**src/sv/ovn_pkg.sv**
```systemverilog
// ----------------------------------------------------------------------------
// ovn_pkg: shared types and constants for the octave value noise block
// Holds the sequencer state encoding, the fixed field widths, the request kinds and the register indexes.
// ----------------------------------------------------------------------------
package ovn_pkg;

  localparam int unsigned IDX_W   = 8;
  localparam int unsigned COORD_W = 12;
  localparam int unsigned OUT_W   = 16;

  // request kinds carried in tuser
  localparam logic REQ_LOAD   = 1'b0;
  localparam logic REQ_SAMPLE = 1'b1;

  // register indexes
  localparam logic [1:0] REG_SEED = 2'd0;
  localparam logic [1:0] REG_FREQ = 2'd1;
  localparam logic [1:0] REG_OCT  = 2'd2;

  typedef enum logic [3:0] {
    ST_IDLE,
    ST_SCALE,
    ST_FADE1,
    ST_FADE2,
    ST_FADE3,
    ST_LOOK,
    ST_BLEND,
    ST_ACC,
    ST_DIV,
    ST_OUT
  } ovn_state_t;

endpackage

```
**src/sv/ovn_perm_mem.sv**
```systemverilog
// ----------------------------------------------------------------------------
// ovn_perm_mem: permutation table storage
// One write port and one read port, registered read data.
// ----------------------------------------------------------------------------
module ovn_perm_mem import ovn_pkg::*; (
  input  logic             clk,
  input  logic             we,
  input  logic [IDX_W-1:0] waddr,
  input  logic [7:0]       wdata,
  input  logic [IDX_W-1:0] raddr,
  output logic [7:0]       rdata
);

  logic [7:0] mem [0:(1<<IDX_W)-1];

  // write port
  always_ff @(posedge clk) begin
    if (we) begin
      mem[waddr] <= wdata;
    end
  end

  // registered read port
  always_ff @(posedge clk) begin
    rdata <= mem[raddr];
  end

endmodule

```
**config.mk**
```make
export PLATFORM = sky130hd
export DESIGN_NAME = ovn_perm_mem
export DESIGN_NICKNAME = d
export VERILOG_FILES = /design/src/sv/ovn_pkg.sv /design/src/sv/ovn_perm_mem.sv
export SDC_FILE = /design/constraint.sdc
export NUM_CORES = 2
export LEC_CHECK = 0
export BUFFER_PORTS_ARGS = -buffer_cell sky130_fd_sc_hd__buf_2
export CORE_ASPECT_RATIO = 0.75
export CORE_MARGIN = 2
export CORE_UTILIZATION = 64
export DETAILED_ROUTE_END_ITERATION = 10
export PLACE_DENSITY_LB_ADDON = 0.08
export SYNTH_ARGS = -nofsm -noshare
export SYNTH_HDL_FRONTEND = slang
export SYNTH_SLANG_ARGS = --single-unit
```
**constraint.sdc**
```tcl
create_clock -name clk -period 6.2 [get_ports clk]
set_input_delay 0.62 -clock clk [delete_from_list [all_inputs] [get_ports clk]]
set_output_delay 0.62 -clock clk [all_outputs]
set_load 0.01 [all_outputs]
```
======== Word level (Yosys, flattened, before mapping) ========
Memory sizes are Yosys's and may differ from the RTL's. A register that Yosys moved wholly into a read port is not among the register bits.
Index checks and enable logic that the tools add are counted.
W data, S select, Z words.
operators by class
  multiplexer cells ....................... 2
operator list
  kind     number
  $mux W1  2
word-level totals
  register bits ........................... 0
  memory bits (writable) .................. 2048
  input port bits ......................... 26
  output and inout bits ................... 8
  word-level logic and storage cells ...... 3
  memories kept ........................... 1
memories
  memory  depth  bits a word  rd ports  clocked after Yosys merged registers in  wr ports  line                RTL
  mem     256    8            1         1                                        1         ovn_perm_mem.sv:14  logic [7:0] mem [0:(1<<IDX_W)-1];

======== Longest topological paths before layout ========
  depth in word-level cells ............... 2
  gate-level depth with buffers ........... 11
  mapped depth without buffers ............ 6

======== Worst setup path before layout ========
No wires, ideal clock.
  path type ............................... input -> register
  from .................................... in raddr[0]
  to ...................................... reg rdata[2], read port of mem
  library setup time ...................... 0.131 ns
  arrival time ............................ 2.427 ns
  required time ........................... 6.069 ns
  setup slack ............................. 3.642 ns
  stages on the path ...................... 9
  buffers on the path ..................... 4
  path through ............................ buf_6 buf_12 buf_8 buf_2 mux4_2 a22oi_1 a21oi_1 nor4_1 nor4_2
RTL lines
  item             line                RTL
  start, declared  ovn_perm_mem.sv:10  input logic [IDX_W-1:0] raddr,
  end, declared    ovn_perm_mem.sv:11  output logic [7:0] rdata

==> metrics.txt <==
NumNets Final=3812; pins over their slew limit=0; area grow syn2layout=9.13%; Slew headroom=3.73%; CTS Buf Count=181; Main synth FF type=edfxtp_1; Worst setup SP type=input port; RD Place Congestion=0.884; crit-path max FO=38; Final ANT Viol Nets=0; CTS tree=built; Worst Setup End Kind=flip-flop; synthesis-stage register bit count=2056; Mapped Area=0.0796 mm²; final setup violation count=0; CTS Buffer Depth=3; first-pass GRT wire length=280 mm; final worst-path cycle share=64.8%; Reg area=0.0617 mm²; post-DP HPWL=118 mm; cell family with most CP delay=compound AO/OA/AOI/OAI gates; number of flops mapped to enable cells by yosys=2048; Post-Syn Nets=3759; Worst Path Class, Setup=in -> reg; initial antenna violation count=10; Post-route DRC=0; post-synthesis sequential area ratio=77.5%; latest clock arrival within the worst-skew pair=0.82 ns; Least-Margin Pin Slew=1.43 ns; CP max-delay cell=nor3_1; CP Cell Sequence=buf_8 > buf_12 > buf_4 > mux4_2 > a22o_1 > a221oi_1 > o32ai_1 > nor3_1 > nor4_1; die extent in y=309 µm; largest net degree at the start of global routing=141; # rows=111; number of I/O pins=34; # diodes=0; Final Power=27.6 mW; Initial Utilization=64.8%; CTS HTree Levels=4; async set or reset register ratio after synthesis=0%; skew final=0.0237 ns; Worst Hold Class=in -> reg; Total Neg Setup Slack=0 ns; final wirelength=195 mm; Fmax achieved=249 MHz; Max Cap Viol=0; Buffers on Ports=33; Final Hold Fails=0; clk sinks=2056; status=complete, no violations; DR vias=39500; vias in the first global route=39100; DRT Pass-1 Iters=6; maximum vdd drop=0.307 mV; Root Buffer=clkbuf_16; YS warnings=0; Worst path max stage delay=0.94 ns; die area=0.127 mm²; WL per Instance=35.0 µm; hold buffer count at cts=0; Distinct cells, synth=55; CTS resizes=0; Mapped Cells=3733; crit path DAT=4.67 ns; Post-CTS Setup Inserts=0; clock transition at the registers of the reported paths=0.06 ns; Total GRT Usage=31.3%; unrepaired setup endpoints after global routing=false; Leakage=26.6 nW; fin crit period=4.02 ns; CP required=6.85 ns; fraction of layout cells with a size suffix above 1=21.2%; Die Wd=411 µm; GR Overflow Total=0; Mapped Avg Cell Area=21.3 µm²; CP bufs+invs=3; Core Region=0.123 mm²; footprint of the multi-input gates=0.0165 mm²; number of DRC violations after detailed-routing iteration 0=6562; fill count=7202; via/cell ratio=7.10; Pwr per Cell Area=318 mW/mm²
==> synth_stat cells (13+ instances only) <==
cell type	number	area (µm²)
edfxtp_1	2048	61500
mux4_2	454	10200
nor2_1	282	1060
mux2i_1	134	1340
a22oi_1	133	998
clkbuf_1	111	417
a21oi_1	96	480
o221ai_1	46	403
nand3_1	34	170
nand2_1	33	124
buf_2	31	155
nor2b_1	31	194
o22ai_1	28	175
buf_4	27	203
nor4_1	24	150
buf_1	22	82.6
nor3_1	22	110
buf_6	21	236
a211oi_1	16	120
a221oi_1	13	114
buf_8	13	195
==> cells in the final DEF, fill, tap and decap left out, types with 21 or more instances in the layout <==
| cell | instances |
|---|---|
| edfxtp_1 | 2048 |
| mux4_2 | 454 |
| nor2_1 | 279 |
| clkbuf_16 | 184 |
| mux2i_1 | 134 |
| a22oi_1 | 133 |
| a21oi_1 | 96 |
| buf_4 | 56 |
| clkbuf_1 | 50 |
| o221ai_1 | 46 |
| clkinv_1 | 36 |
| nand2_1 | 32 |
| o22ai_1 | 28 |
| nor2b_1 | 28 |
| clkinv_2 | 27 |
| nand3_1 | 25 |
| buf_2 | 23 |
| nor3_1 | 21 |
==> layout make-up <==
| type | instances | area share [%] |
|---|---|---|
| Clock buffer | 237 | 5.57 |
| Multi-Input combinational cell | 1442 | 19.1 |
| Inverter | 2 | 0.00865 |
| Tap cell | 1638 | 2.36 |
| Sequential cell | 2056 | 71.0 |
| Clock inverter | 87 | 0.902 |
| Timing Repair Buffer | 103 | 1.08 |
==> per-layer routing <==
metal	track usage [%]	vias to the layer above	part of all wire, %
li1	-	15800	-
met1	48.1	20800	39
met2	45.8	2647	45
met3	8.02	305	13
met4	8.33	4	2.4
met5	0	-	0.014
==> worst paths after layout <==
path / slack (ns) / to / cells after the start / startpoint
worst min-delay path: 0.31 / mem[228][1]$_DFFE_PP_ / 1 / wdata[1]
worst max-delay path: 2.18 / rdata[3]$_DFF_P_ / 9 / raddr[0]
worst max register to register: 2.95 / rdata[3]$_DFF_P_ / 6 / mem[83][3]$_DFFE_PP_
worst min register to register: 1.07 / rdata[2]$_DFF_P_ / 5 / mem[46][2]$_DFFE_PP_
==> where the power goes <==
group / internal (mW) / switching [mW]
clock network: 6.02 / 4.87
registers: 15.3 / 0.0399
logic: 0.445 / 0.923
==> worst register-to-register path: stages, from the launching register on <==
cell and delay (ns):
edfxtp_1 0.37, mux4_2 0.48, a22o_1 0.27, a221oi_1 0.58, o32ai_1 0.28, nor3_1 0.94, nor4_1 0.17
==> state kept, by name, summed over array words and instances (netlist names) <==
register  count
mem        2048
rdata         8
==> metrics by stage <==
| stage | std cells | setup slack, ns | area, µm² | hold WS [ns] | utilization (%) |
|---|---|---|---|---|---|
| after global placement | 5237 | 1.23 | 81200 | 1.01 | 66.1 |
| after CTS | 5564 | 2.01 | 86800 | 0.274 | 70.7 |
| after global routing | 5565 | 2.05 | 86800 | 0.322 | 70.7 |
| final | 5565 | 2.18 | 86800 | 0.315 | 70.7 |
| after floorplan | 3733 | 3.64 | 79600 | 0.719 | - |
| after detailed placement | 5240 | 1.22 | 81200 | 1.02 | 66.1 |
==> cell families (layout without fill, tap and decap cells) <==
kind of cell           count (synthesis)  after routing  synth area share (%)
flip-flops                          2056           2056                  77.5
AND/OR/NAND/NOR                      466            466                  2.63
multiplexers                         591            591                  14.6
buffers and inverters                235            429                  1.83
AO/OA/AOI/OAI                        385            385                  3.42
Power figures use the tool's default switching activity.
