--- src/sv/ovn_pkg.sv ---
// ----------------------------------------------------------------------------
// ovn_pkg: shared types and constants for the octave value noise block
// Holds the sequencer state encoding, the fixed field widths, the request kinds and the register indexes.
// ----------------------------------------------------------------------------
package ovn_pkg;

  localparam int unsigned IDX_W   = 8;
  localparam int unsigned COORD_W = 12;
  localparam int unsigned OUT_W   = 16;

  // request kinds carried in tuser
  localparam logic REQ_LOAD   = 1'b0;
  localparam logic REQ_SAMPLE = 1'b1;

  // register indexes
  localparam logic [1:0] REG_SEED = 2'd0;
  localparam logic [1:0] REG_FREQ = 2'd1;
  localparam logic [1:0] REG_OCT  = 2'd2;

  typedef enum logic [3:0] {
    ST_IDLE,
    ST_SCALE,
    ST_FADE1,
    ST_FADE2,
    ST_FADE3,
    ST_LOOK,
    ST_BLEND,
    ST_ACC,
    ST_DIV,
    ST_OUT
  } ovn_state_t;

endpackage

--- src/sv/ovn_divider.sv ---
// ----------------------------------------------------------------------------
// ovn_divider: radix-2 restoring divider
// Computes num / den, one quotient bit a cycle, for the final normalization.
// done rises when the quotient is ready and stays high until the next start.
// ----------------------------------------------------------------------------
module ovn_divider import ovn_pkg::*; #(
  parameter int unsigned NUM_W = 40,
  parameter int unsigned DEN_W = 24
) (
  input  logic             clk,
  input  logic             rst_n,
  input  logic             start,
  input  logic [NUM_W-1:0] num,
  input  logic [DEN_W-1:0] den,
  output logic             done,
  output logic [NUM_W-1:0] quo
);

  localparam int unsigned CNT_W = $clog2(NUM_W + 1);

  logic [NUM_W-1:0] quo_r, quo_nxt;
  logic [DEN_W:0]   rem_r, rem_nxt;
  logic [DEN_W-1:0] den_r, den_nxt;
  logic [CNT_W-1:0] cnt_r, cnt_nxt;
  logic             busy_r, busy_nxt;
  logic             done_r, done_nxt;
  logic [DEN_W:0]   trial;

  always_comb begin
    quo_nxt  = quo_r;
    rem_nxt  = rem_r;
    den_nxt  = den_r;
    cnt_nxt  = cnt_r;
    busy_nxt = busy_r;
    done_nxt = done_r;
    trial    = {rem_r[DEN_W-1:0], quo_r[NUM_W-1]};
    if (start) begin
      quo_nxt  = num;
      rem_nxt  = '0;
      den_nxt  = den;
      cnt_nxt  = CNT_W'(NUM_W);
      busy_nxt = 1'b1;
      done_nxt = 1'b0;
    end else if (busy_r) begin
      // shift in one numerator bit, subtract when it fits
      if (trial >= {1'b0, den_r}) begin
        rem_nxt = trial - {1'b0, den_r};
        quo_nxt = {quo_r[NUM_W-2:0], 1'b1};
      end else begin
        rem_nxt = trial;
        quo_nxt = {quo_r[NUM_W-2:0], 1'b0};
      end
      cnt_nxt = cnt_r - 1'b1;
      if (cnt_r == CNT_W'(1)) begin
        busy_nxt = 1'b0;
        done_nxt = 1'b1;
      end
    end
  end

  always_ff @(posedge clk) begin
    if (!rst_n) begin
      busy_r <= 1'b0;
      done_r <= 1'b0;
      cnt_r  <= '0;
    end else begin
      busy_r <= busy_nxt;
      done_r <= done_nxt;
      cnt_r  <= cnt_nxt;
    end
  end

  always_ff @(posedge clk) begin
    quo_r <= quo_nxt;
    rem_r <= rem_nxt;
    den_r <= den_nxt;
  end

  assign done = done_r;
  assign quo  = quo_r;

endmodule

--- config.mk ---
export PLATFORM = sky130hd
export DESIGN_NAME = ovn_divider
export DESIGN_NICKNAME = d
export VERILOG_FILES = /design/src/sv/ovn_pkg.sv /design/src/sv/ovn_divider.sv
export SDC_FILE = /design/constraint.sdc
export NUM_CORES = 1
export LEC_CHECK = 0
export BUFFER_PORTS_ARGS = -buffer_cell sky130_fd_sc_hd__buf_2
export CAP_MARGIN = 30
export CORE_MARGIN = 2
export CORE_UTILIZATION = 35
export CTS_CLUSTER_DIAMETER = 150
export DETAILED_ROUTE_END_ITERATION = 8
export HOLD_SLACK_MARGIN = 0.03
export SYNTH_ARGS = -nofsm -noshare
export SYNTH_HDL_FRONTEND = slang
export SYNTH_SLANG_ARGS = --single-unit
--- constraint.sdc ---
create_clock -name clk -period 2.9 [get_ports clk]
set_clock_uncertainty 0.15 [all_clocks]
set_input_delay 0.29 -clock clk [delete_from_list [all_inputs] [get_ports clk]]
set_output_delay 0.29 -clock clk [all_outputs]
set_load 0.02 [all_outputs]
; After elaboration in Yosys (flattened, before gate mapping)
; Cells that the tools add are included.
[word_totals]
ff_bits = 96
out_inout_bits = 41
wordCells = 24
[classes]
n_addsub = 2
order_cmp = 1
n_eq_ne = 1
mux = 9
n_bitwise = 1
reduce_logical = 3
[op_table]
columns = op, n
row1 = 40-bit two-way mux, 2
row2 = 25-bit by 24-bit greater-or-equal comparator with 1-bit output, 1
row3 = 24-bit two-way mux, 1
row4 = 24-bit subtractor, 1
row5 = 6-bit two-way mux, 2
row6 = 6-bit by 1-bit equality test with 1-bit output (second input constant), 1
row7 = 6-bit by 1-bit subtractor with 6-bit output (second input constant), 1
row8 = 1-bit two-way mux, 4
row9 = 2-bit AND reduction, 1
row10 = 2-bit nonzero test, 1
row11 = 2-bit OR reduction, 1
row12 = 1-bit NOT, 1

; Logic depth before layout (Yosys ltp)
; Gate-level depths: netlist of run 1.
[logic_depth]
depth_word = 4
ltp_mapped = 12
mapped_depth_nobuf = 12

; Least setup slack after synthesis of run 1
; No wires, ideal clock.
[synth_timing]
kind = flip-flop to flip-flop
start = register quo_r[39], in the netlist quo[39]
end = register rem_r[22]
arrival_ns = 2.390
required_time_ns = 2.627
slack_ns = 0.237
path_stages_with_launch = 13
n_path_buf = 0
path_cell_list = edfxtp_1 inv_1 ha_1 fa_1 nand2b_1 o2bb2ai_1 o211ai_1 nand2_1 o211ai_1 a311oi_1 xnor2_1 mux2i_1 o21ai_1
[synth_via]
elab_chain_len = 2
elab_cells_between_ends = 3
[synth_rtl]
columns = element, line
row1 = from (decl), ovn_divider.sv:21  ; logic [NUM_W-1:0] quo_r, quo_nxt;
row2 = from (signal assigned), ovn_divider.sv:74  ; quo_r <= quo_nxt;
row3 = 24-bit subtractor / 25-bit by 24-bit greater-or-equal comparator with 1-bit output (equally long branches), "ovn_divider.sv:47, ovn_divider.sv:46"
row4 = 24-bit two-way mux *, ovn_divider.sv:46  ; if (trial >= {1'b0, den_r}) begin
row5 = to (signal assigned), ovn_divider.sv:75  ; rem_r <= rem_nxt;
row6 = to (decl), ovn_divider.sv:22  ; logic [DEN_W:0] rem_r, rem_nxt;
; Mark *: on every way between the ends. The rest lies on a longest branch, timed or not.
; A chain may end at the register's enable or synchronous reset.

; Final worst setup path of run 1
[layout_timing]
start = register den_r[11]
end = register rem_r[2]
[layout_via]
elab_chain_len = 2
[layout_rtl]
columns = element, line
row1 = from (decl), ovn_divider.sv:23  ; logic [DEN_W-1:0] den_r, den_nxt;
row2 = from (signal assigned), ovn_divider.sv:76  ; den_r <= den_nxt;
row3 = 25-bit by 24-bit greater-or-equal comparator with 1-bit output, ovn_divider.sv:46
row4 = 24-bit two-way mux, ovn_divider.sv:46
; Every way passes these cells.

==> flow_summary.toml, run 1 <==
[outcome]
status = "finished, final reports clean"

[logic_synthesis]
seq_area_frac_synth = 0.506
synth_top_family_by_area = "multiplexers"
synthTopCellsByArea = "edfxtp_1 38%, dfxtp_1 13%, mux2_2 8.9%"
synth_top_area_frac = 0.379
ys.warnings.count = 0
synth_fp_nets = 533
synth-seq-cells = 96
synth_mux_area_frac = 0.129
synth_fa_ha_area_frac = 0.0681
synth_flop_cell = "edfxtp_1"
async_reset_ff_frac = 0
synth_xor_area_frac = 0.0397
yosys.area_share.simple = 0.0931
syn_area_um2 = 5070
postSynthCellCount = 439
postSynthAreaPerCell_um2 = 11.5
yosys.area.top_type = "edfxtp_1"
synth-compound-area-share = 0.127
synth_edf_count = 64
yosysUniqueCellTypes = 52

[final_layout]
syn_to_final_growth_pct = 29.0
fill_cells = 1309
layout_commonest_cell = "buf_2"
layout_common_cells = "106 x buf_2, 64 x edfxtp_1, 40 x mux2_2"
diodes = 0
final_nets = 676
drive_gt1_frac = 0.346
fin_area_um2 = 6540

[placed_design]
numPortBuffers = 107
dp_hpwl_um = 8150
place.gp.congestion = 0.817
place_area_um2 = 5870
post-place-ws_ns = 0.0454

[floorplan]
rows = 43
die_y_um = 124
core_um2 = 14000
die-width_um = 124
die-area_um2 = 15500
initial_core_util = 0.362
boundaryPins = 108

[power]
irDropWorstVdd_uv = 396
p_leak_uw = 0.00286
p_per_area_nw_per_um2 = 557

[timing]
worst_pin_slew_ns = 0.617
final.period_utilization = 0.959
holdWs_ns = 0.0477
hold_viol = 0
finalMaxSlewViolations = 0
worst_slack_ns = 0.119
setup_viol = 0
slew_headroom = 0.587
max_freq_mhz = 360
post-route-min-period_ns = 2.78
grt_setup_unrepaired = "yes"

[critical_path]
r2r_cells = 10
rr_endpoint = "rem_r[2]$_SDFFE_PP0P_"
crit_fanout = 7
worstPathArrival_ns = 2.90
r2r_slack_ns = 0.12
crit_type = "register to register"
endpoint_kind = "register"
startpoint_type = "register"
required_ns = 3.01
reg2reg_from = "den_r[11]$_DFFE_PP_"

[flow_run]
maxCapViolCount = 0

[min_path]
holdPathStages = 2
hp-start = "start"
hold_path.class = "input port to register"
hold-path-endpoint = "rem_r[0]$_SDFFE_PP0P_"

[clock_network]
clk_pin_slew_ns = 0.07
cts.sinks = 96
cts_tree = "yes"
h-tree-depth = 3
clock_latency_ns = 0.35
cts-buffers-inserted = 9
cts_root_buf = "clkbuf_16"
cts_buffer_depth = 2

[routing]
final_antenna_net_count = 0
drt-wirelength-per-cell_um = 14.9
drt-vias-per-instance = 4.92
drc_errors = 0
drt-initial-drc-count = 179
dr.pass1.iters = 4
vias = 3776
routed_wirelength_um = 11400

[global_routing]
grt_usage = 0.150
grt-ovfl-total = 0
grt_max_degree = 85
antenna_found_initial = 0
grt_pass1_vias = 3903
grt_pass1_wl_um = 19200
-- flip-flops by register name (all words and copies together) (netlist names) --
| signal | count |
|---|---|
| quo | 40 |
| den_r | 24 |
| rem_r | 24 |
| cnt_r | 6 |
| busy_r | 1 |
| done | 1 |
-- power breakdown --
| group | switching, uW | internal, uW |
|---|---|---|
| Sequential | 70.0 | 1590 |
| Combinational | 434 | 375 |
| Clock | 550 | 617 |
| Total | 1050 | 2590 |
-- kinds of logic after synthesis --
| family | count (synthesis) |
|---|---|
| muxes | 60 |
| xor gates and xnor gates | 23 |
| and+or+nand+nor | 97 |
| AOI/OAI and AO/OA | 89 |
| DFF | 96 |
| adders and majority gates | 27 |
| buffers and inverters | 47 |
-- metal layers --
metal / up-vias / track usage / share of wire
met5: - / 0 / 0
met4: 0 / 0.0330 / 0.0081
met3: 6 / 0.0593 / 0.082
met2: 116 / 0.242 / 0.46
met1: 1767 / 0.191 / 0.45
li1: 1887 / - / -
-- cell usage after synthesis, types with 2 or more instances --
library cell  count
xor2_1            7
ha_1             26
edfxtp_1         64
a32oi_1           2
nand3_1           6
nand2_1          22
buf_1             2
xnor2_1          16
buf_6             2
inv_1            32
a21oi_1          16
o211ai_1          3
dfxtp_1          32
nor2b_1           4
clkbuf_1         11
o21ai_1           6
mux2i_1          19
a211oi_1         18
nand2b_1          7
a31oi_1           4
a21o_1           11
nor2_1           36
o21ai_2           2
nor3_1            9
and3_1            2
or3_1             2
o21a_1            6
mux2_2           40
o21ai_0           6
o21bai_1          4
-- cell type report --
cell class	count	area (um^2)	share of cell area
sequential	96	2560	0.392
multi-input combinational	296	2400	0.368
timing repair buffer	147	938	0.144
clock buffer	10	239	0.0366
tap	180	225	0.0345
inverter	32	120	0.0184
clock inverter	6	48.8	0.00747
-- per-stage QoR --
step | utilization | power (uW) | setup TNS, ns | instances
finish | 0.467 | 3640 | 0 | 767
detailed placement | 0.419 | 2440 | 0 | 720
global route | 0.467 | 3830 | -0.141 | 767
floorplan | - | 2200 | 0 | 439
global placement | 0.419 | 2430 | 0 | 720
CTS | 0.458 | 3640 | 0 | 761
-- how the worst max path moves through the flow --
stage                              from                endpoint  cells after the start
global placement     den_r[1]$_DFFE_PP_  rem_r[19]$_SDFFE_PP0P_                     12
finish              den_r[11]$_DFFE_PP_   rem_r[2]$_SDFFE_PP0P_                     10
CTS                  den_r[1]$_DFFE_PP_  rem_r[19]$_SDFFE_PP0P_                     12
detailed placement   den_r[1]$_DFFE_PP_  rem_r[19]$_SDFFE_PP0P_                     12
floorplan             quo[39]$_DFFE_PP_  rem_r[22]$_SDFFE_PP0P_                     12
global route          quo[39]$_DFFE_PP_  rem_r[22]$_SDFFE_PP0P_                     12
-- critical path: stages (launching register included) --
cell and delay, ns:
edfxtp_1 0.33, inv_1 0.05, ha_1 0.38, nand3_2 0.13, or3_1 0.39, or4_4 0.45, a21oi_4 0.23, nor2_8 0.07
buf_4 0.18, mux2i_1 0.12, a211oi_1 0.23
-- what timing repair did --
item | 4_1_cts | 5_1_grt
hold buffers | 25 | 0
endpoints found under the setup margin | 0 | 24
endpoints found under the hold margin | 25 | 0
setup buffers | 0 | 6
gates resized for setup | 0 | 18
Note: power is estimated with default switching activity, not from simulation.
==> run 2: changes to the inputs <==
CTS_BUF_LIST = sky130_fd_sc_hd__clkbuf_8   (was unset)
==> flow_summary.toml, run 2 (synthesis results as in run 1) <==
[final_layout]
final_util = 0.476
diodes = 0
syn_to_final_growth_pct = 31.3
drive_gt1_frac = 0.348
largest_reg_flops = 40
layout_common_cells = "106 x buf_2, 64 x edfxtp_1, 40 x mux2_2"
final_nets = 692
layout_commonest_cell = "buf_2"

[critical_path]
worst-path-buf-inv = 3
crit_chain = "inv_1, ha_1, nor2b_1, o31a_1, o21ai_2, o21ai_4, a41oi_4, a21oi_4, nor2_8, buf_12, buf_4, mux2i_1, o21ai_1"
r2r_cells = 13
critPathSlowestCell = "edfxtp_1"
startpoint_type = "register"
endpoint_kind = "register"
crit_family = "compound AO/OA/AOI/OAI gates"
reg2reg_from = "den_r[1]$_DFFE_PP_"
worstPathArrival_ns = 2.96
critical_path_cell_count = 13
crit_type = "register to register"
required_ns = 3.04
slowest_delay_ns = 0.41
crit_fanout = 8
critical_path.startpoint = "den_r[1]$_DFFE_PP_"

[power]
p_per_area_nw_per_um2 = 507
irDropWorstVdd_uv = 404
p_leak_uw = 0.00289
pwr-share-seq = 0.494
power_frac_clock = 0.255
swShare = 0.305
p_int_uw = 2340
power_frac_comb = 0.251
switchingPower_uw = 1030

[timing]
final.period_utilization = 0.974
max_freq_mhz = 354
post-route-min-period_ns = 2.83
hold_viol = 0
setup_viol = 0
finalMaxSlewViolations = 0
grt_setup_unrepaired = "yes"
holdWs_ns = 0.0580
slew_headroom = 0.563
tns_ns = 0
worst_pin_slew_ns = 0.653

[clock_network]
clk_pin_slew_ns = 0.11
h-tree-depth = 3
cts.sinks = 96
cts_buffer_depth = 2
cts_tree = "yes"
clock_latency_ns = 0.38
cts-buffers-inserted = 9
cts_root_buf = "clkbuf_8"

[floorplan]
die-width_um = 124
die-area_um2 = 15500
core_um2 = 14000
boundaryPins = 108
rows = 43
initial_core_util = 0.362
die_y_um = 124

[outcome]
status = "finished, final reports clean"

[placed_design]
dp_hpwl_um = 8150
place.gp.congestion = 0.817
numPortBuffers = 107

[global_routing]
grt_pass1_vias = 3960
grt_pass1_wl_um = 19400
grt_max_degree = 85
grt-ovfl-total = 0
antenna_found_initial = 0
grt_usage = 0.153

[min_path]
hold_path.class = "input port to register"
holdPathStages = 2
hp-start = "num[35]"

[routing]
dr.pass1.iters = 4
drt-vias-per-instance = 4.91
routed-wl-met2_um = 5430
drc_errors = 0
top_layer = "met4"
met1Wirelength_um = 5270
final_antenna_net_count = 0
vias = 3842
drt-wirelength-per-cell_um = 14.9
drt-initial-drc-count = 150
routed_wirelength_um = 11700
met3_length_um = 883

[flow_run]
maxCapViolCount = 0
==> run 2: cell types whose count changed in the layout (fill, tap and decap cells not counted), sizes merged <==
cell,before,now
dlygate4sd3,25,38
buf,122,124
clkbuf,10,11
==> run 2: per-layer routing <==
metal  vias to the layer above  global-route usage
li1                       1917                   -
met4                         0              0.0397
met1                      1807               0.190
met2                       111               0.248
met3                         7              0.0601
met5                         -                   0
==> run 2: power by group through the flow <==
stage | clock, uW | combinational [uW] | sequential [uW]
detailed placement | 0 | 742 | 1690
finish | 860 | 846 | 1670
CTS | 899 | 786 | 1670
global route | 952 | 926 | 1680
global placement | 0 | 735 | 1690
floorplan | 0 | 451 | 1750
==> run 2: what timing repair did <==
item,in CTS,in global routing
endpoints found under the hold margin,40,0
pin swaps,0,12
gates resized for setup,0,27
gates cloned,0,1
setup buffers,1,7
endpoints found under the setup margin,1,24
hold buffers,38,0
==> run 2: final timing paths <==
check	slack (ns)	to
hold / removal	0.06	quo[35]$_DFFE_PP_
hold reg to reg	0.33	rem_r[23]$_SDFFE_PP0P_
setup / recovery	0.07	rem_r[12]$_SDFFE_PP0P_
setup reg to reg	0.07	rem_r[12]$_SDFFE_PP0P_
==> run 2: per-stage QoR <==
step	instances	total power [uW]	setup slack (ns)	instance area (um^2)
2_1_floorplan	439	2200	0.237	5070
3_3_place_gp	720	2430	0.0881	5870
3_5_place_dp	720	2440	0.0454	5870
5_1_grt	783	3560	-0.0603	6650
4_1_cts	775	3350	0.0501	6440
6_report	783	3370	0.0745	6650
==> run 2: area by class of cell <==
cell class,instances,area (um^2)
sequential,96,2560
tap,180,225
timing repair buffer,163,1120
clock inverter,6,48.8
multi-input combinational,296,2440
fill,1297,7330
clock buffer,10,138
inverter,32,120
==> run 3: changes to the inputs <==
CORE_UTILIZATION = 40   (was 35)
==> flow_summary.toml, run 3 (synthesis results as in run 1) <==
[routing]
routed_wirelength_um = 11600
dr.pass1.iters = 4
drt-vias-per-instance = 5.00
drt-wirelength-per-cell_um = 14.9
drt-initial-drc-count = 212
final_antenna_net_count = 0
vias = 3882
drc_errors = 0

[final_layout]
diodes = 0
drive_gt1_frac = 0.329
syn_to_final_growth_pct = 30.1
fill_cells = 1124
largest_reg_flops = 40
final_nets = 694
layout_commonest_cell = "buf_2"
stdcell_count = 777
fin_area_um2 = 6600
layout_common_cells = "106 x buf_2, 64 x edfxtp_1, 44 x dlygate4sd3_1"

[critical_path]
endpoint_kind = "register"
required_ns = 3.04
r2r_cells = 10
crit_fanout = 18
worstPathArrival_ns = 2.92
slowest_delay_ns = 0.45
rr_endpoint = "rem_r[15]$_SDFFE_PP0P_"
crit_family = "simple AND/OR/NAND/NOR gates"
critPathSlowestCell = "or4_4"
crit_chain = "inv_1, ha_1, nand3_2, or3_1, or4_4, a21oi_4, nor2_8, buf_12, mux2i_1, a211oi_1"
worst-path-buf-inv = 2
reg2reg_from = "den_r[9]$_DFFE_PP_"
crit_type = "register to register"
startpoint_type = "register"
critical_path.startpoint = "den_r[9]$_DFFE_PP_"
r2r_slack_ns = 0.12

[timing]
hold_viol = 0
final.period_utilization = 0.958
tns_ns = 0
post-route-min-period_ns = 2.78
max_freq_mhz = 360
slew_headroom = 0.439
grt_setup_unrepaired = "yes"
finalMaxSlewViolations = 0
setup_viol = 0
holdWs_ns = 0.0491
worst_pin_slew_ns = 0.838

[clock_network]
cts_buffer_depth = 2
clk_pin_slew_ns = 0.10
h-tree-depth = 3
cts-buffers-inserted = 9
cts.sinks = 96
clock_latency_ns = 0.39
cts_tree = "yes"
cts_root_buf = "clkbuf_8"

[placed_design]
dp_hpwl_um = 7860
numPortBuffers = 107
place_area_um2 = 5870
dp.cells = 715
place.gp.congestion = 0.792

[power]
p_per_area_nw_per_um2 = 522
irDropWorstVdd_uv = 444
p_leak_uw = 0.00288
power_uw = 3440

[floorplan]
die-width_um = 117
core_um2 = 12500
initial_core_util = 0.405
die-area_um2 = 13600
boundaryPins = 108
rows = 41
die_y_um = 117

[flow_run]
maxCapViolCount = 0

[global_routing]
grt_usage = 0.177
grt_pass1_wl_um = 18600
grt_max_degree = 89
grt_pass1_vias = 3818
antenna_found_initial = 0
grt-ovfl-total = 0

[min_path]
holdPathStages = 2
hold_path.class = "input port to register"
hp-start = "num[24]"
hold-path-endpoint = "quo[24]$_DFFE_PP_"

[outcome]
status = "finished, final reports clean"
==> run 3: cell count changes in the layout (fill, tap and decap cells not counted), moves of 2 or more <==
cell | previous run | this run
dlygate4sd3_1 | 38 | 44
ha_1 | 19 | 23
clkinv_4 | 2 | 0
ha_2 | 4 | 2
ha_4 | 3 | 1
inv_6 | 1 | 3
==> run 3: area by class of cell <==
class | instances | area (um^2) | area share
sequential | 96 | 2560 | 0.389
multi-input combinational | 296 | 2380 | 0.361
timing repair buffer | 165 | 1110 | 0.168
tap | 172 | 215 | 0.0326
clock buffer | 9 | 124 | 0.0188
inverter | 32 | 120 | 0.0182
clock inverter | 7 | 83.8 | 0.0127
==> run 3: repair_timing <==
item / in CTS / in global routing
setup buffers: 0 / 2
setup endpoints to repair: 0 / 24
hold endpoints to repair: 46 / 0
hold buffers: 44 / 0
resized for setup: 0 / 16
==> run 3: how the worst max path moves through the flow <==
stage | to | slack [ns] | depth (start not counted)
finish | rem_r[15]$_SDFFE_PP0P_ | 0.12 | 10
global route | rem_r[6]$_SDFFE_PP0P_ | -0.02 | 10
CTS | rem_r[15]$_SDFFE_PP0P_ | 0.05 | 10
detailed placement | rem_r[13]$_SDFFE_PP0P_ | 0.06 | 10
global placement | rem_r[19]$_SDFFE_PP0P_ | 0.12 | 12
floorplan | rem_r[22]$_SDFFE_PP0P_ | 0.24 | 12
==> run 3: through the flow <==
stage,util,worst slack [ns]
floorplan,-,0.237
global placement,0.469,0.124
detailed placement,0.469,0.0567
CTS,0.520,0.0505
global route,0.527,-0.0205
finish,0.527,0.122
==> run 3: metal layers <==
metal | global-route usage | routed length [um] | vias up
met2 | 0.292 | 5360 | 128
met1 | 0.219 | 5220 | 1811
li1 | - | - | 1929
met5 | 0 | 0 | -
met4 | 0.0573 | 176 | 0
met3 | 0.0612 | 825 | 14
==> run 3: power by group <==
part / internal, uW / total (uW) / switching (uW)
logic: 383 / 824 / 441
clock network: 419 / 962 / 543
registers: 1590 / 1660 / 63.5
